### src/hdl/psr_pkg.sv
// Shared types, constants and response-byte helpers for the projector
// status responder. No dependencies; every other file uses this package.
package psr_pkg;

  localparam int BYTE_W = 8;
  localparam int WORD_W = 32;

  typedef logic [BYTE_W-1:0] byte_t;
  typedef logic [WORD_W-1:0] word_t;
  typedef logic [1:0]        cfg_idx_t;
  typedef logic [8:0]        pos_t;
  typedef logic [6:0]        resp_idx_t;
  typedef logic [4:0]        word_idx_t;
  typedef logic [2:0]        cnt_t;

  // Request / response framing
  localparam int    HDR_LEN         = 5;
  localparam int    HEAD_BYTES      = 3;
  localparam byte_t RESP_ID         = 8'h23;
  localparam byte_t CMD_COMMON      = 8'h8A;
  localparam byte_t CMD_TEMP        = 8'h99;
  localparam byte_t CMD_LAMP        = 8'h9B;
  localparam int    COMMON_LEN      = 98;
  localparam int    COMMON_LAMP_OFS = 94;
  localparam int    TEMP_LEN        = 5;
  localparam int    LAMP_LEN        = 7;

  // Configuration register indexes
  localparam cfg_idx_t REG_LAMP_USAGE    = 2'd0;
  localparam cfg_idx_t REG_INTAKE_TEMP   = 2'd1;
  localparam cfg_idx_t REG_EXHAUST_TEMP  = 2'd2;
  localparam cfg_idx_t REG_LAMP_CURRENT  = 2'd3;

  // Configuration reset values
  localparam word_t LAMP_USAGE_RST    = 32'd0;
  localparam word_t INTAKE_TEMP_RST   = 32'd25;
  localparam word_t EXHAUST_TEMP_RST  = 32'd35;
  localparam word_t LAMP_CURRENT_RST  = 32'd1000;

  localparam int unsigned QUEUE_DEPTH_DEF = 2;

  typedef struct packed {
    word_t lamp_usage;
    word_t intake_temperature;
    word_t exhaust_temperature;
    word_t lamp_current_value;
  } cfg_t;

  // One framed request, as handed from the parser to the response generator
  typedef struct packed {
    byte_t                      cmd;
    logic [HEAD_BYTES-1:0][7:0] head;
  } job_t;

  typedef enum logic {
    BK_IDLE,
    BK_SEND
  } back_state_t;

  function automatic byte_t psr_payload_len(input byte_t cmd);
    byte_t len;
    case (cmd)
      CMD_COMMON: len = BYTE_W'(COMMON_LEN);
      CMD_TEMP:   len = BYTE_W'(TEMP_LEN);
      CMD_LAMP:   len = BYTE_W'(LAMP_LEN);
      default:    len = '0;
    endcase
    return len;
  endfunction

  // Number of response bytes including the trailing checksum
  function automatic resp_idx_t psr_resp_total(input byte_t cmd);
    byte_t len;
    len = psr_payload_len(cmd);
    return 7'(HDR_LEN) + len[6:0] + 7'd1;
  endfunction

  function automatic byte_t psr_le_byte(input word_t w, input logic [1:0] sel);
    return w[{sel, 3'b000} +: 8];
  endfunction

  // Response byte at a position, checksum position excluded
  function automatic byte_t psr_resp_byte(input job_t job, input cfg_t cfg,
                                          input resp_idx_t idx);
    byte_t     b;
    resp_idx_t p;
    b = '0;
    p = idx - 7'(HDR_LEN);
    if (idx < 7'(HDR_LEN)) begin
      case (idx[2:0])
        3'd0:    b = RESP_ID;
        3'd1:    b = job.cmd;
        3'd4:    b = psr_payload_len(job.cmd);
        default: b = '0;
      endcase
    end else begin
      case (job.cmd)
        CMD_COMMON: begin
          if (p >= 7'(COMMON_LAMP_OFS) && p < 7'(COMMON_LAMP_OFS + 4))
            b = psr_le_byte(cfg.lamp_usage, 2'(p - 7'(COMMON_LAMP_OFS)));
        end
        CMD_TEMP: begin
          if (p == 7'd0)
            b = job.head[0];
          else if (p < 7'd5)
            b = psr_le_byte((job.head[0] == '0) ? cfg.intake_temperature
                                                : cfg.exhaust_temperature,
                            2'(p - 7'd1));
        end
        CMD_LAMP: begin
          if (p < 7'(HEAD_BYTES))
            b = job.head[p[1:0]];
          else if (p < 7'(LAMP_LEN))
            b = psr_le_byte(cfg.lamp_current_value, 2'(p - 7'd3));
        end
        default: b = '0;
      endcase
    end
    return b;
  endfunction

endpackage

### src/hdl/psr_if.sv
// Channel interfaces of the projector status responder: request bytes,
// response words and configuration writes. Depends on psr_pkg.
interface psr_in_if;
  logic            valid;
  logic            ready;
  psr_pkg::byte_t  rx_byte;
  modport source (output valid, rx_byte, input ready);
  modport sink (input valid, rx_byte, output ready);
endinterface

interface psr_out_if;
  logic            valid;
  logic            ready;
  psr_pkg::word_t  tx_word;
  psr_pkg::cnt_t   byte_count;
  logic            last_word;
  modport source (output valid, tx_word, byte_count, last_word, input ready);
  modport sink (input valid, tx_word, byte_count, last_word, output ready);
endinterface

interface psr_cfg_if;
  logic              valid;
  logic              ready;
  psr_pkg::cfg_idx_t reg_index;
  psr_pkg::word_t    wdata;
  modport source (output valid, reg_index, wdata, input ready);
  modport sink (input valid, reg_index, wdata, output ready);
endinterface

### src/hdl/psr_front.sv
// Request parser: tracks the byte position, captures command, length and the
// first payload bytes, and queues a job on the trailing byte. Uses psr_pkg.
module psr_front (
  input  logic            clk,
  input  logic            rst_n,
  psr_in_if.sink          in_if,
  output logic            push_valid,
  input  logic            push_ready,
  output psr_pkg::job_t   push_job
);
  import psr_pkg::*;

  pos_t  pos_r;
  byte_t cmd_r;
  byte_t len_r;
  byte_t head_r [HEAD_BYTES];

  logic  accept;
  logic  trailing;
  pos_t  head_idx;

  // Take a byte only when the job queue can absorb a completed request
  assign in_if.ready = push_ready;
  assign accept      = in_if.valid && push_ready;

  // The trailing byte follows the header and the announced payload
  assign trailing = (pos_r >= 9'(HDR_LEN)) && (pos_r >= 9'(HDR_LEN) + {1'b0, len_r});
  assign head_idx = pos_r - 9'(HDR_LEN);

  assign push_valid = in_if.valid && trailing;

  // Build the job, zeroing head bytes beyond the request payload
  always_comb begin
    push_job.cmd = cmd_r;
    for (int i = 0; i < HEAD_BYTES; i++) begin
      push_job.head[i] = (BYTE_W'(i) < len_r) ? head_r[i] : '0;
    end
  end

  // Advance the byte position and capture header and payload bytes
  always_ff @(posedge clk) begin
    if (!rst_n) begin
      pos_r <= '0;
      cmd_r <= '0;
      len_r <= '0;
      for (int i = 0; i < HEAD_BYTES; i++) head_r[i] <= '0;
    end else if (accept) begin
      if (pos_r == 9'd1) cmd_r <= in_if.rx_byte;
      if (pos_r == 9'd4) len_r <= in_if.rx_byte;
      if (trailing) begin
        pos_r <= '0;
      end else begin
        if (pos_r >= 9'(HDR_LEN) && head_idx < 9'(HEAD_BYTES))
          head_r[head_idx[1:0]] <= in_if.rx_byte;
        pos_r <= pos_r + 9'd1;
      end
    end
  end

endmodule

### src/hdl/psr_queue.sv
// Small job queue between the request parser and the response generator.
// Register storage, one read port at the read pointer. Uses psr_pkg.
module psr_queue #(
  parameter int unsigned DEPTH = psr_pkg::QUEUE_DEPTH_DEF
) (
  input  logic            clk,
  input  logic            rst_n,
  input  logic            push_valid,
  output logic            push_ready,
  input  psr_pkg::job_t   push_job,
  output logic            pop_valid,
  input  logic            pop_ready,
  output psr_pkg::job_t   pop_job
);
  import psr_pkg::*;

  localparam int unsigned PTR_W = (DEPTH > 1) ? $clog2(DEPTH) : 1;
  localparam int unsigned CNT_W = $clog2(DEPTH + 1);

  job_t             mem_r [DEPTH];
  logic [PTR_W-1:0] wr_ptr_r;
  logic [PTR_W-1:0] rd_ptr_r;
  logic [CNT_W-1:0] count_r;
  logic             do_push;
  logic             do_pop;

  assign push_ready = (count_r != CNT_W'(DEPTH));
  assign pop_valid  = (count_r != '0);
  assign pop_job    = mem_r[rd_ptr_r];
  assign do_push    = push_valid && push_ready;
  assign do_pop     = pop_valid && pop_ready;

  // Hold job entries
  always_ff @(posedge clk) begin
    if (do_push) mem_r[wr_ptr_r] <= push_job;
  end

  // Advance pointers and occupancy
  always_ff @(posedge clk) begin
    if (!rst_n) begin
      wr_ptr_r <= '0;
      rd_ptr_r <= '0;
      count_r  <= '0;
    end else begin
      if (do_push)
        wr_ptr_r <= (wr_ptr_r == PTR_W'(DEPTH - 1)) ? '0 : wr_ptr_r + 1'b1;
      if (do_pop)
        rd_ptr_r <= (rd_ptr_r == PTR_W'(DEPTH - 1)) ? '0 : rd_ptr_r + 1'b1;
      if (do_push && !do_pop)
        count_r <= count_r + 1'b1;
      else if (do_pop && !do_push)
        count_r <= count_r - 1'b1;
    end
  end

endmodule

### src/hdl/psr_back.sv
// Response generator: takes one job at a time, packs the response four bytes
// per word with a running checksum, into an output register. Uses psr_pkg.
module psr_back (
  input  logic            clk,
  input  logic            rst_n,
  input  logic            pop_valid,
  output logic            pop_ready,
  input  psr_pkg::job_t   pop_job,
  input  psr_pkg::cfg_t   cfg,
  psr_out_if.source       out_if
);
  import psr_pkg::*;

  back_state_t state_r, state_nxt;
  job_t        job_r, job_nxt;
  word_idx_t   widx_r, widx_nxt;
  byte_t       sum_r, sum_nxt;

  logic        out_valid_r;
  word_t       word_r;
  cnt_t        cnt_r;
  logic        last_r;

  resp_idx_t   total;
  resp_idx_t   base;
  resp_idx_t   rem;
  cnt_t        cnt;
  logic        last;
  word_t       word;
  byte_t       lane_sum;
  logic        slot_free;
  logic        emit;

  assign out_if.valid      = out_valid_r;
  assign out_if.tx_word    = word_r;
  assign out_if.byte_count = cnt_r;
  assign out_if.last_word  = last_r;

  assign slot_free = !out_valid_r || out_if.ready;

  // Lay out the current word; the checksum lane sums every earlier byte
  always_comb begin
    resp_idx_t idx;
    byte_t     b;
    total    = psr_resp_total(job_r.cmd);
    base     = {widx_r, 2'b00};
    rem      = total - base;
    cnt      = (rem >= 7'd4) ? 3'd4 : rem[2:0];
    last     = (rem <= 7'd4);
    lane_sum = '0;
    word     = '0;
    for (int j = 0; j < 4; j++) begin
      idx = base + 7'(j);
      b   = psr_resp_byte(job_r, cfg, idx);
      if (idx == total - 7'd1) b = sum_r + lane_sum;
      if (3'(j) >= cnt) b = '0;
      lane_sum = lane_sum + b;
      word[j*8 +: 8] = b;
    end
  end

  // Next state: load a job, then emit one word each time the slot frees
  always_comb begin
    state_nxt = state_r;
    job_nxt   = job_r;
    widx_nxt  = widx_r;
    sum_nxt   = sum_r;
    pop_ready = 1'b0;
    emit      = 1'b0;
    case (state_r)
      BK_IDLE: begin
        pop_ready = 1'b1;
        if (pop_valid) begin
          job_nxt   = pop_job;
          widx_nxt  = '0;
          sum_nxt   = '0;
          state_nxt = BK_SEND;
        end
      end
      BK_SEND: begin
        if (slot_free) begin
          emit     = 1'b1;
          widx_nxt = widx_r + 5'd1;
          sum_nxt  = sum_r + lane_sum;
          if (last) state_nxt = BK_IDLE;
        end
      end
      default: state_nxt = BK_IDLE;
    endcase
  end

  // State register
  always_ff @(posedge clk) begin
    if (!rst_n) begin
      state_r <= BK_IDLE;
    end else begin
      state_r <= state_nxt;
    end
  end

  // Job and packing progress
  always_ff @(posedge clk) begin
    job_r  <= job_nxt;
    widx_r <= widx_nxt;
    sum_r  <= sum_nxt;
  end

  // Output register: hold until taken
  always_ff @(posedge clk) begin
    if (!rst_n) begin
      out_valid_r <= 1'b0;
    end else if (emit) begin
      out_valid_r <= 1'b1;
    end else if (out_if.ready) begin
      out_valid_r <= 1'b0;
    end
  end

  always_ff @(posedge clk) begin
    if (emit) begin
      word_r <= word;
      cnt_r  <= cnt;
      last_r <= last;
    end
  end

endmodule

### src/hdl/projector_status_responder.sv
// Projector status responder top level: configuration registers, request
// parser, job queue and response generator. Uses psr_pkg and psr_if.
// With the generator idle, the first response word is valid once the trailing request byte
// has passed through the queue entry, the generator's job register and the output register;
// further words follow one per cycle while out is ready. One request byte per cycle is taken
// while the job queue has room; a response of 2 to 26 words holds the generator until sent.
// Reset (synchronous, rst_n low): parser at byte 0, queue empty, output idle,
// registers at lamp usage 0, intake 25, exhaust 35, lamp current 1000.
module projector_status_responder #(
  parameter int unsigned QUEUE_DEPTH = psr_pkg::QUEUE_DEPTH_DEF
) (
  input  logic       clk,
  input  logic       rst_n,
  psr_in_if.sink     in_if,
  psr_out_if.source  out_if,
  psr_cfg_if.sink    cfg_if
);
  import psr_pkg::*;

  cfg_t cfg_r;
  logic push_valid;
  logic push_ready;
  job_t push_job;
  logic pop_valid;
  logic pop_ready;
  job_t pop_job;

  // Configuration writes are always taken
  assign cfg_if.ready = 1'b1;

  always_ff @(posedge clk) begin
    if (!rst_n) begin
      cfg_r.lamp_usage          <= LAMP_USAGE_RST;
      cfg_r.intake_temperature  <= INTAKE_TEMP_RST;
      cfg_r.exhaust_temperature <= EXHAUST_TEMP_RST;
      cfg_r.lamp_current_value  <= LAMP_CURRENT_RST;
    end else if (cfg_if.valid) begin
      case (cfg_if.reg_index)
        REG_LAMP_USAGE:   cfg_r.lamp_usage          <= cfg_if.wdata;
        REG_INTAKE_TEMP:  cfg_r.intake_temperature  <= cfg_if.wdata;
        REG_EXHAUST_TEMP: cfg_r.exhaust_temperature <= cfg_if.wdata;
        REG_LAMP_CURRENT: cfg_r.lamp_current_value  <= cfg_if.wdata;
        default: ;
      endcase
    end
  end

  psr_front u_front (
    .clk        (clk),
    .rst_n      (rst_n),
    .in_if      (in_if),
    .push_valid (push_valid),
    .push_ready (push_ready),
    .push_job   (push_job)
  );

  psr_queue #(
    .DEPTH (QUEUE_DEPTH)
  ) u_queue (
    .clk        (clk),
    .rst_n      (rst_n),
    .push_valid (push_valid),
    .push_ready (push_ready),
    .push_job   (push_job),
    .pop_valid  (pop_valid),
    .pop_ready  (pop_ready),
    .pop_job    (pop_job)
  );

  psr_back u_back (
    .clk       (clk),
    .rst_n     (rst_n),
    .pop_valid (pop_valid),
    .pop_ready (pop_ready),
    .pop_job   (pop_job),
    .cfg       (cfg_r),
    .out_if    (out_if)
  );

  // Every word carries one to four bytes
  a_count_range: assert property (@(posedge clk) disable iff (!rst_n)
    out_if.valid |-> (out_if.byte_count >= 3'd1 && out_if.byte_count <= 3'd4))
    else $error("byte_count out of range");

  // Only the final word of a response may be partial
  a_full_mid: assert property (@(posedge clk) disable iff (!rst_n)
    (out_if.valid && !out_if.last_word) |-> (out_if.byte_count == 3'd4))
    else $error("partial word before end of response");

  // Reset empties the output register
  a_reset_idle: assert property (@(posedge clk)
    !rst_n |=> !out_if.valid)
    else $error("output valid after reset");

endmodule
### src/flat_wrapper.sv
// flat-port wrapper written by rule: the top's interface ports become plain ports
module projector_status_responder_flat import psr_pkg::*;
#(
  parameter int unsigned QUEUE_DEPTH = psr_pkg::QUEUE_DEPTH_DEF
)
  (clk, rst_n, in_if_valid, in_if_rx_byte, in_if_ready, out_if_valid, out_if_tx_word, out_if_byte_count, out_if_last_word, out_if_ready, cfg_if_valid, cfg_if_reg_index, cfg_if_wdata, cfg_if_ready);
  psr_in_if in_if_i ();
  psr_out_if out_if_i ();
  psr_cfg_if cfg_if_i ();
  input  logic clk;
  input  logic rst_n;
  input wire logic [$bits(in_if_i.valid)-1:0] in_if_valid;
  input wire logic [$bits(in_if_i.rx_byte)-1:0] in_if_rx_byte;
  output wire logic [$bits(in_if_i.ready)-1:0] in_if_ready;
  output wire logic [$bits(out_if_i.valid)-1:0] out_if_valid;
  output wire logic [$bits(out_if_i.tx_word)-1:0] out_if_tx_word;
  output wire logic [$bits(out_if_i.byte_count)-1:0] out_if_byte_count;
  output wire logic [$bits(out_if_i.last_word)-1:0] out_if_last_word;
  input wire logic [$bits(out_if_i.ready)-1:0] out_if_ready;
  input wire logic [$bits(cfg_if_i.valid)-1:0] cfg_if_valid;
  input wire logic [$bits(cfg_if_i.reg_index)-1:0] cfg_if_reg_index;
  input wire logic [$bits(cfg_if_i.wdata)-1:0] cfg_if_wdata;
  output wire logic [$bits(cfg_if_i.ready)-1:0] cfg_if_ready;
  assign in_if_i.valid = in_if_valid;
  assign in_if_i.rx_byte = in_if_rx_byte;
  assign in_if_ready = in_if_i.ready;
  assign out_if_valid = out_if_i.valid;
  assign out_if_tx_word = out_if_i.tx_word;
  assign out_if_byte_count = out_if_i.byte_count;
  assign out_if_last_word = out_if_i.last_word;
  assign out_if_i.ready = out_if_ready;
  assign cfg_if_i.valid = cfg_if_valid;
  assign cfg_if_i.reg_index = cfg_if_reg_index;
  assign cfg_if_i.wdata = cfg_if_wdata;
  assign cfg_if_ready = cfg_if_i.ready;
  projector_status_responder #(.QUEUE_DEPTH(QUEUE_DEPTH)) u_core (.clk(clk), .rst_n(rst_n), .in_if(in_if_i), .out_if(out_if_i), .cfg_if(cfg_if_i));
endmodule
### config.mk
export PLATFORM = sky130hd
export DESIGN_NAME = projector_status_responder_flat
export DESIGN_NICKNAME = d
export VERILOG_FILES = /design/src/hdl/psr_pkg.sv /design/src/hdl/psr_if.sv /design/src/hdl/psr_front.sv /design/src/hdl/psr_queue.sv /design/src/hdl/psr_back.sv /design/src/hdl/projector_status_responder.sv /design/src/flat_wrapper.sv
export SDC_FILE = /design/constraint.sdc
export NUM_CORES = 1
export LEC_CHECK = 0
export BUFFER_PORTS_ARGS = -buffer_cell sky130_fd_sc_hd__clkbuf_2
export CORE_UTILIZATION = 40
export DETAILED_ROUTE_END_ITERATION = 7
export GPL_TIMING_DRIVEN = 0
export PLACE_DENSITY = 0.67
export SLEW_MARGIN = 10
export SYNTH_ARGS = -nofsm -noshare
export SYNTH_HDL_FRONTEND = slang
export SYNTH_SLANG_ARGS = --single-unit
### constraint.sdc
create_clock -name clk -period 16.6 [get_ports clk]
set_input_delay 3.32 -clock clk [delete_from_list [all_inputs] [get_ports clk]]
set_output_delay 3.32 -clock clk [all_outputs]
set_load 0.03 [all_outputs]
==> reports/summary.md, run 1 <==
The flow ran to the end, and the final reports show no timing, DRC or antenna violations. The summed negative setup slack over all endpoints is 0 ps, and the final critical-path required period is 11,180 ps. Count of flip-flops with a built-in enable after synthesis: 169.

The die is 207.3 um tall. The synthesis warning total is 0, and the power density relative to cell area is 146.6 nW/um^2. The number of storage elements in the synthesis netlist works out to 328. Clock tree synthesis found a total of 328 sinks.

Entering global routing, the biggest net connects 37 pins. Across all register-to-register paths, the minimum setup slack is 5420 ps. In this run the remaining antenna-violating nets after routing total 0. The critical path endpoint category is a flip-flop. The finished cells cover 19,210 sq um.

Setup repair after global routing left no endpoint under its margin. Grouping stages by cell kind, the critical path spends the most delay in adder cells. In the global route stage, overall resource usage came out at 22.35%. In the post-synthesis netlist, the biggest area contributors are sky130_fd_sc_hd__edfxtp_1 30%, sky130_fd_sc_hd__dfxtp_1 19%, sky130_fd_sc_hd__nand2_1 7.5%. Die width: 207.3 um.

The cell that appears most often on the critical path is sky130_fd_sc_hd__ha_1. The final worst-path setup slack is 5419 ps. At the worst endpoint, the required time is 16,980 ps.

In the synthesized netlist, the number of instances is 1,698. The run gives 46.62% as the share of the core filled with cells in the final layout. Clock root buffer master: sky130_fd_sc_hd__clkbuf_16.

The largest total area in the synthesized netlist belongs to sky130_fd_sc_hd__edfxtp_1. After detailed routing, the number of vias per cell comes to 5.453. The die covers 42,990 sq um. Via count of the first global-routing pass: 12.71k. At the pin with the least slew margin, the transition time is 1252 ps. The H-tree was split into 2 levels.

Proportion of synthesized chip area in sequential cells: 48.96%. Buffering stage count on the worst path with inverters included: 2. Clock-pin slew on the worst setup and hold paths: 70 ps.

Number of buffers added on ports: 84. Headroom to the max-slew limit came out at 15.76%. Along the worst path, the maximum fanout reaches 9. Top-area cell type share of the netlist area: 30.09%. Dividing the final minimum period by the clock period gives 67.36%. Relative to the synthesized area, the layout overhead comes to 13.88%. Across all hold checks on the routed design, the worst slack comes to 462.9 ps. Synthesis instantiated 77 different standard cells from the library. Counting the buffers created by CTS gives 38. The achievable clock frequency is 0.08944 GHz.

The placer's final routability congestion estimate was 0.9362. In the routed design, unresolved DRC markers number 0. For the post-CTS setup repair buffer count, the log shows 0. The first detailed-routing pass took 5 iterations. After floorplanning, the core was sized to cover 41,200 sq um.

The global-route wire length before repair was 73,980 um; the cell area after synthesis was 16,870 sq um. The tools report the instance area at placement as 18,000 sq um. The repair_antennas step left the layout with diodes totalling 0.

For the final setup violation count, the log shows 0. The routed design has 47,760 um of wire. The number of buffers inserted by hold repair at cts was 0; the delay contributed by the slowest stage of the critical path was 520 ps. The run gives 0 as the number of failing hold endpoints at the final stage.

Leaving out fill and tap cells, the most frequent cell in the layout is sky130_fd_sc_hd__nand2_1. The type of the worst setup path is reg2reg. At the later pin of the worst-skew pair, clock insertion delay measures 560 ps. The fraction of layout cells with a size suffix above 1 was 11.66%. The most used flip-flop cell after synthesis is sky130_fd_sc_hd__edfxtp_1.

86 I/O pins were placed. The tools report the worst supply voltage drop on vdd as 0.00007486 V. The top cell types in the final layout, fill and taps aside, are 338 x sky130_fd_sc_hd__nand2_1, 169 x sky130_fd_sc_hd__edfxtp_1, 159 x sky130_fd_sc_hd__dfxtp_1. For the pre-CTS worst setup slack, the log shows 5537 ps. For this design the static power due to leakage is 7.390 nW.

TritonCTS built the clock tree. For the worst setup path, the data arrival time is 11,570 ps. The worst-path cell with the longest stage delay was sky130_fd_sc_hd__edfxtp_1. The final global-route overflow total is 0, and the post-DP HPWL is 36,600 um. The logs give 0 for the final number of max-transition violations and 0 for the max-capacitance violation count. On the final layout, the worst clock skew is 24.18 ps. Number of gates resized after cts: 0. Synthesis produced a netlist with a net count of 1,833. The average detailed-routed wire length per instance was 20.03 um. Across all layers, the routed design uses 13.00k vias.

The worst hold path belongs to the class reg2reg. The initial antenna violation count was 1. The startpoint class of the critical path was a flip-flop. The tools report the site row count as 74. For this run, the post-layout net count is 1,959. For this configuration, the core starts out at a cell density of 40.94%.

The DRC violation total after the first TritonRoute iteration is 981. The tools report the maximum count of clock buffers along a single path as 3. The synthesized area per cell is 9.933 sq um, and the async set-reset flop share out of synthesis is 0%.
-- per-stage QoR --
stage	power [mW]	instances
after floorplan	1.739	1698
after global placement	1.980	2314
after detailed placement	2.011	2316
after CTS	2.818	2384
after global routing	2.962	2384
final	2.816	2384
-- cell usage after synthesis (all sizes together) (9+ instances only) --
| library cell | count |
|---|---|
| and2 | 21 |
| nand2 | 338 |
| ha | 74 |
| o211ai | 9 |
| clkbuf | 78 |
| xor2 | 23 |
| fa | 14 |
| mux2i | 57 |
| o21ai | 42 |
| buf | 12 |
| nor4 | 9 |
| nand2b | 9 |
| inv | 62 |
| a21boi | 120 |
| xnor2 | 35 |
| nor2 | 96 |
| nor3 | 13 |
| a211oi | 18 |
| a21oi | 65 |
| a21o | 23 |
| nor2b | 43 |
| mux2 | 35 |
| nand4 | 9 |
| edfxtp | 169 |
| nand3 | 32 |
| dfxtp | 159 |
| and3 | 38 |
-- logic make-up (layout without fill, tap and decap cells) --
| group | Yosys count | after routing | share of synthesized area [%] |
|---|---|---|---|
| simple gates | 643 | 643 | 17.72 |
| compound gates | 336 | 336 | 13.75 |
| flops | 328 | 328 | 48.96 |
| buf+inv | 152 | 306 | 3.628 |
| mux | 92 | 92 | 5.720 |
| fa+ha+maj | 88 | 88 | 7.151 |
| xor+xnor | 58 | 58 | 3.056 |
| other cells | 1 | 1 | 0.02223 |
-- registers in the layout (all words and copies together) (netlist names) --
name / flops
u_core.u_back.job_r: 32
u_core.u_back.sum_r: 8
u_core.u_back.out_if.tx_word: 32
u_core.u_queue.count_r: 2
u_core.u_front.len_r: 8
u_core.u_queue.mem_r: 64
u_core.cfg_r: 128
u_core.u_back.out_if.valid: 1
u_core.u_queue.wr_ptr_r: 1
u_core.u_back.out_if.byte_count: 3
u_core.u_front.head_r: 24
u_core.u_queue.rd_ptr_r: 1
u_core.u_back.widx_r: 5
u_core.u_front.pos_r: 9
u_core.u_front.cmd_r: 8
u_core.u_back.out_if.last_word: 1
u_core.u_back.state_r: 1
-- layer usage --
layer,global-route usage (%),part of all wire (%),wire length (um)
met1,28.43,42,20010
met2,37.04,47,22460
met3,3.661,6.5,3096
met4,10.68,4.6,2189
met5,0,0,0
-- area by class of cell --
class / count / area (sq um)
Sequential cell: 328 / 8258
Fill cell: 3851 / 21990
Clock buffer: 54 / 1091
Multi-Input combinational cell: 1218 / 8006
Timing Repair Buffer: 86 / 460.4
Clock inverter: 14 / 113.9
Buffer: 90 / 379.1
Tap cell: 532 / 665.6
Inverter: 62 / 232.7
-- worst min-delay path: stages (launching register included) --
cell                       delay (ps)
sky130_fd_sc_hd__dfxtp_1          310
sky130_fd_sc_hd__nand2_1           40
sky130_fd_sc_hd__a21boi_0          60
-- power breakdown --
group	switching [mW]	internal, mW
Sequential	0.0835	1.00
Combinational	0.585	0.342
Clock	0.343	0.463
-- worst paths after layout --
path                           start                endpoint  cells after the start
max          u_core.u_back.job_r[26]  u_core.u_back.sum_r[7]                     43
min                 u_core.cfg_r[22]        u_core.cfg_r[22]                      2
max reg2reg  u_core.u_back.job_r[26]  u_core.u_back.sum_r[7]                     43
min reg2reg         u_core.cfg_r[22]        u_core.cfg_r[22]                      2
(Power assumes the default switching activity.)
==> inputs of run 2 (changes only) <==
==> constraint.sdc (replaced) <==
create_clock -name clk -period 10.7 [get_ports clk]
set_input_delay 2.14 -clock clk [delete_from_list [all_inputs] [get_ports clk]]
set_output_delay 2.14 -clock clk [all_outputs]
set_load 0.03 [all_outputs]
==> run 2 against run 1 <==
- worst hold slack hardly changed
- highest routed layer unchanged
- total power is 57% higher
- clock power is 55% higher
- maximum frequency is 9.4% higher
- count of clock-buffer cells in the layout stayed put
- wire length is 0.82% higher
- die area stayed put
- combinational power is 61% higher
- largest power group unchanged
==> reports/summary.md, run 2 (same netlist as run 1, synthesis figures left out) <==
The run finished with clean final reports. The ratio of final minimum period to clock period was 95.50% (was 67.36%). The post-DP HPWL was 36,600 um (unchanged). The site row count is 74 (unchanged). Placer's final routability congestion estimate: 0.9362 (unchanged). The power density relative to cell area was 227.6 nW/um^2 (was 146.6 nW/um^2). The average detailed-routed wire length per instance is 20.13 um (was 20.03 um). The endpoint required time on the critical path is 11,000 ps (was 16,980 ps), and the leakage power of the design is 7.492 nW (was 7.390 nW).

The logs give 3 (unchanged) for the maximum count of clock buffers along a single path and 0.0001163 V (was 0.00007486 V) for the worst supply voltage drop on vdd. The delay contributed by the slowest stage of the critical path is 590 ps (was 520 ps). The sum of internal, switching and leakage power was 4.422 mW (was 2.816 mW).

TritonCTS built the clock tree. Vias per cell: 5.486 (was 5.453). Number of design rule violations left after detail routing: 0 (unchanged).

The tools report the total wirelength of the detailed-routed design as 48,150 um (was 47,760 um). The tools report the startpoint class of the critical path as a flip-flop (unchanged). Initial standard-cell utilization of the core: 40.94% (unchanged). The vertical die dimension came out at 207.3 um (unchanged).

The tools report the achievable clock frequency as 0.09786 GHz (was 0.08944 GHz). The run gives 13.76% (was 15.76%) as the headroom to the max-slew limit. Transition time of the tightest slew-check pin: 1261 ps (was 1252 ps). The run gives 37 (unchanged) as the largest net degree at the start of global routing. The critical path endpoint category was a flip-flop (unchanged). The number of buffers inserted by hold repair at cts is 0 (unchanged), and the worst reg2reg path depth is 43 (unchanged).

The number of iterations in the first detailed-routing pass is 5 (unchanged), and the TritonCTS sink count is 328 (unchanged). The fraction of layout cells with a size suffix above 1 is 13.50% (was 11.66%). The run gives 1,966 (was 1,959) as the net count of the finished layout. For the overall die area, the log shows 42,990 sq um (unchanged). The type of the worst setup path is reg2reg (unchanged).

The clock-pin slew on the worst setup and hold paths came out at 70 ps (about the same). The max-capacitance violation count is 0 (unchanged), and the area taken by flip-flops and latches is 8258 sq um (unchanged). The tools report the final global-route overflow total as 0 (unchanged). Largest registers ranked by flip-flop count: u_core.cfg_r: 128 flops, u_core.u_queue.mem_r: 64 flops (unchanged). The DRC violation total after the first TritonRoute iteration was 932 (was 981). The count of nets left with antenna violations after detail routing came out at 0 (unchanged).

Endpoint of the worst register-to-register path: u_core.u_back.sum_r[7] (unchanged). The combined global-route utilization of all metal layers is 22.36% (was 22.35%). The die width came out at 207.3 um (unchanged).

The tools report the clock root buffer master as sky130_fd_sc_hd__clkbuf_16 (unchanged). The number of flip-flops in the largest register came out at 128 (unchanged). Commonest non-fill, non-tap cells in the layout: 338 x sky130_fd_sc_hd__nand2_1, 169 x sky130_fd_sc_hd__edfxtp_1, 159 x sky130_fd_sc_hd__dfxtp_1 (unchanged).

The run gives 1 (unchanged) as the initial antenna violation count. The type of the worst min-delay path is reg2reg (unchanged). The number of failing hold endpoints at the final stage was 0 (unchanged); the placeable core region was 41,200 sq um (unchanged).

The logs give 3,833 (was 3,851) for the layout filler cell count and 12.72k (was 12.71k) for the via count of the first global-routing pass. The clock skew was 22.99 ps (was 24.18 ps); the routed via count was 13.12k (was 13.00k). Worst setup path endpoint: u_core.u_back.sum_r[7] (unchanged). The top register by number of flip-flops was u_core.cfg_r (unchanged). The worst-path cell with the longest stage delay is sky130_fd_sc_hd__fa_2 (was sky130_fd_sc_hd__edfxtp_1). The run gives 73,990 um (was 73,980 um) as the global-route wire length before repair. The tools report the critical path startpoint as u_core.u_back.job_r[26] (unchanged).

The logs give 480 ps (was 5420 ps) for the minimum setup slack among reg-to-reg paths and 47.15% (was 46.62%) for the share of the core filled with cells in the final layout. Cell type with the highest occurrence count on the critical path: sky130_fd_sc_hd__ha_1 (unchanged). The area added between synthesis and finish works out to 15.19% (was 13.88%).

The final number of max-transition violations is 0 (unchanged), and the summed negative setup slack over all endpoints is 0 ps (unchanged). The data arrival time of the worst path is 10,520 ps (was 11,570 ps). The final critical-path required period is 10,220 ps (was 11,180 ps). The tools report the area of the multi-input gates as 8169 sq um (was 8006 sq um). The most common cell after layout, fill and taps aside is sky130_fd_sc_hd__nand2_1 (unchanged). The total number of H-tree levels is 2 (unchanged), and the latest clock arrival within the worst-skew pair is 560 ps (about the same). The number of buffers added on ports came out at 84 (unchanged). For the top-level I/O count, the log shows 86 (unchanged). The instance area at placement was 18,000 sq um (unchanged). The tools report the reg-to-reg startpoint as u_core.u_back.job_r[26] (unchanged). The critical-path maximum fanout was 9 (unchanged); the final cell area excluding filler cells was 19,430 sq um (was 19,210 sq um). The final setup violation count was 0 (unchanged); the total CTS buffers was 38 (unchanged).
==> run 2: cell count changes in the layout (fill, tap and decap cells not counted), sizes merged <==
cell   change
buf        +7
diode      +1
==> run 2: final cells by class <==
type / count / area share [%]
sequential: 328 / 42.51
inverter: 62 / 1.198
antenna: 1 / 0.01288
timing repair buffer: 93 / 2.641
tap: 532 / 3.426
buffer: 90 / 1.964
clock buffer: 54 / 5.616
multi-input combinational: 1218 / 42.05
clock inverter: 14 / 0.5861
==> run 2: metal layers <==
metal	wire length (um)	part of all wire (%)	track usage [%]
met2	22720	47	37.19
met4	2324	4.8	10.58
met5	0	0	0
met3	2883	6.0	3.722
met1	20220	42	28.31
==> run 2: worst min-delay path by stage <==
stage	start	end	slack, ps	depth (start not counted)
after floorplan	u_core.u_front.cmd_r[0]	u_core.u_queue.mem_r[0][24]	420	0
after global placement	u_core.u_front.cmd_r[3]	u_core.u_queue.mem_r[0][27]	450	0
after detailed placement	u_core.cfg_r[7]	u_core.cfg_r[7]	460	2
after CTS	u_core.cfg_r[26]	u_core.cfg_r[26]	460	2
after global routing	u_core.u_front.cmd_r[2]	u_core.u_queue.mem_r[0][26]	480	0
final	u_core.cfg_r[88]	u_core.cfg_r[88]	460	2
==> run 2: power breakdown <==
group          leakage (nW)  internal [mW]  switching [mW]
registers              2.90           1.55           0.130
clock network         0.597          0.718           0.530
logic                  3.99          0.555           0.938
==> run 2: critical path, delay by kind of cell (launching register included) <==
kind	cells	cell delay, ps
compound gates	15	2420
xor+xnor	2	250
fa+ha+maj	11	4490
buf+inv	5	460
flops	1	460
simple gates	10	1860
==> run 2: repair_timing <==
action                                  4_1_cts  5_1_grt
endpoints found under the setup margin        1        1
buffers inserted                              0        7
pin swaps                                     0        8
gates cloned                                  0        0
resized for setup                             9       31
==> run 2: through the flow <==
stage	worst slack, ps	hold WS (ps)	cells
after detailed placement	-363.4	455.4	2316
after global placement	-135.1	445.9	2314
after floorplan	1103	424.9	1698
after CTS	34.29	464.4	2384
final	481.7	462.7	2392
after global routing	-117.8	481.1	2391
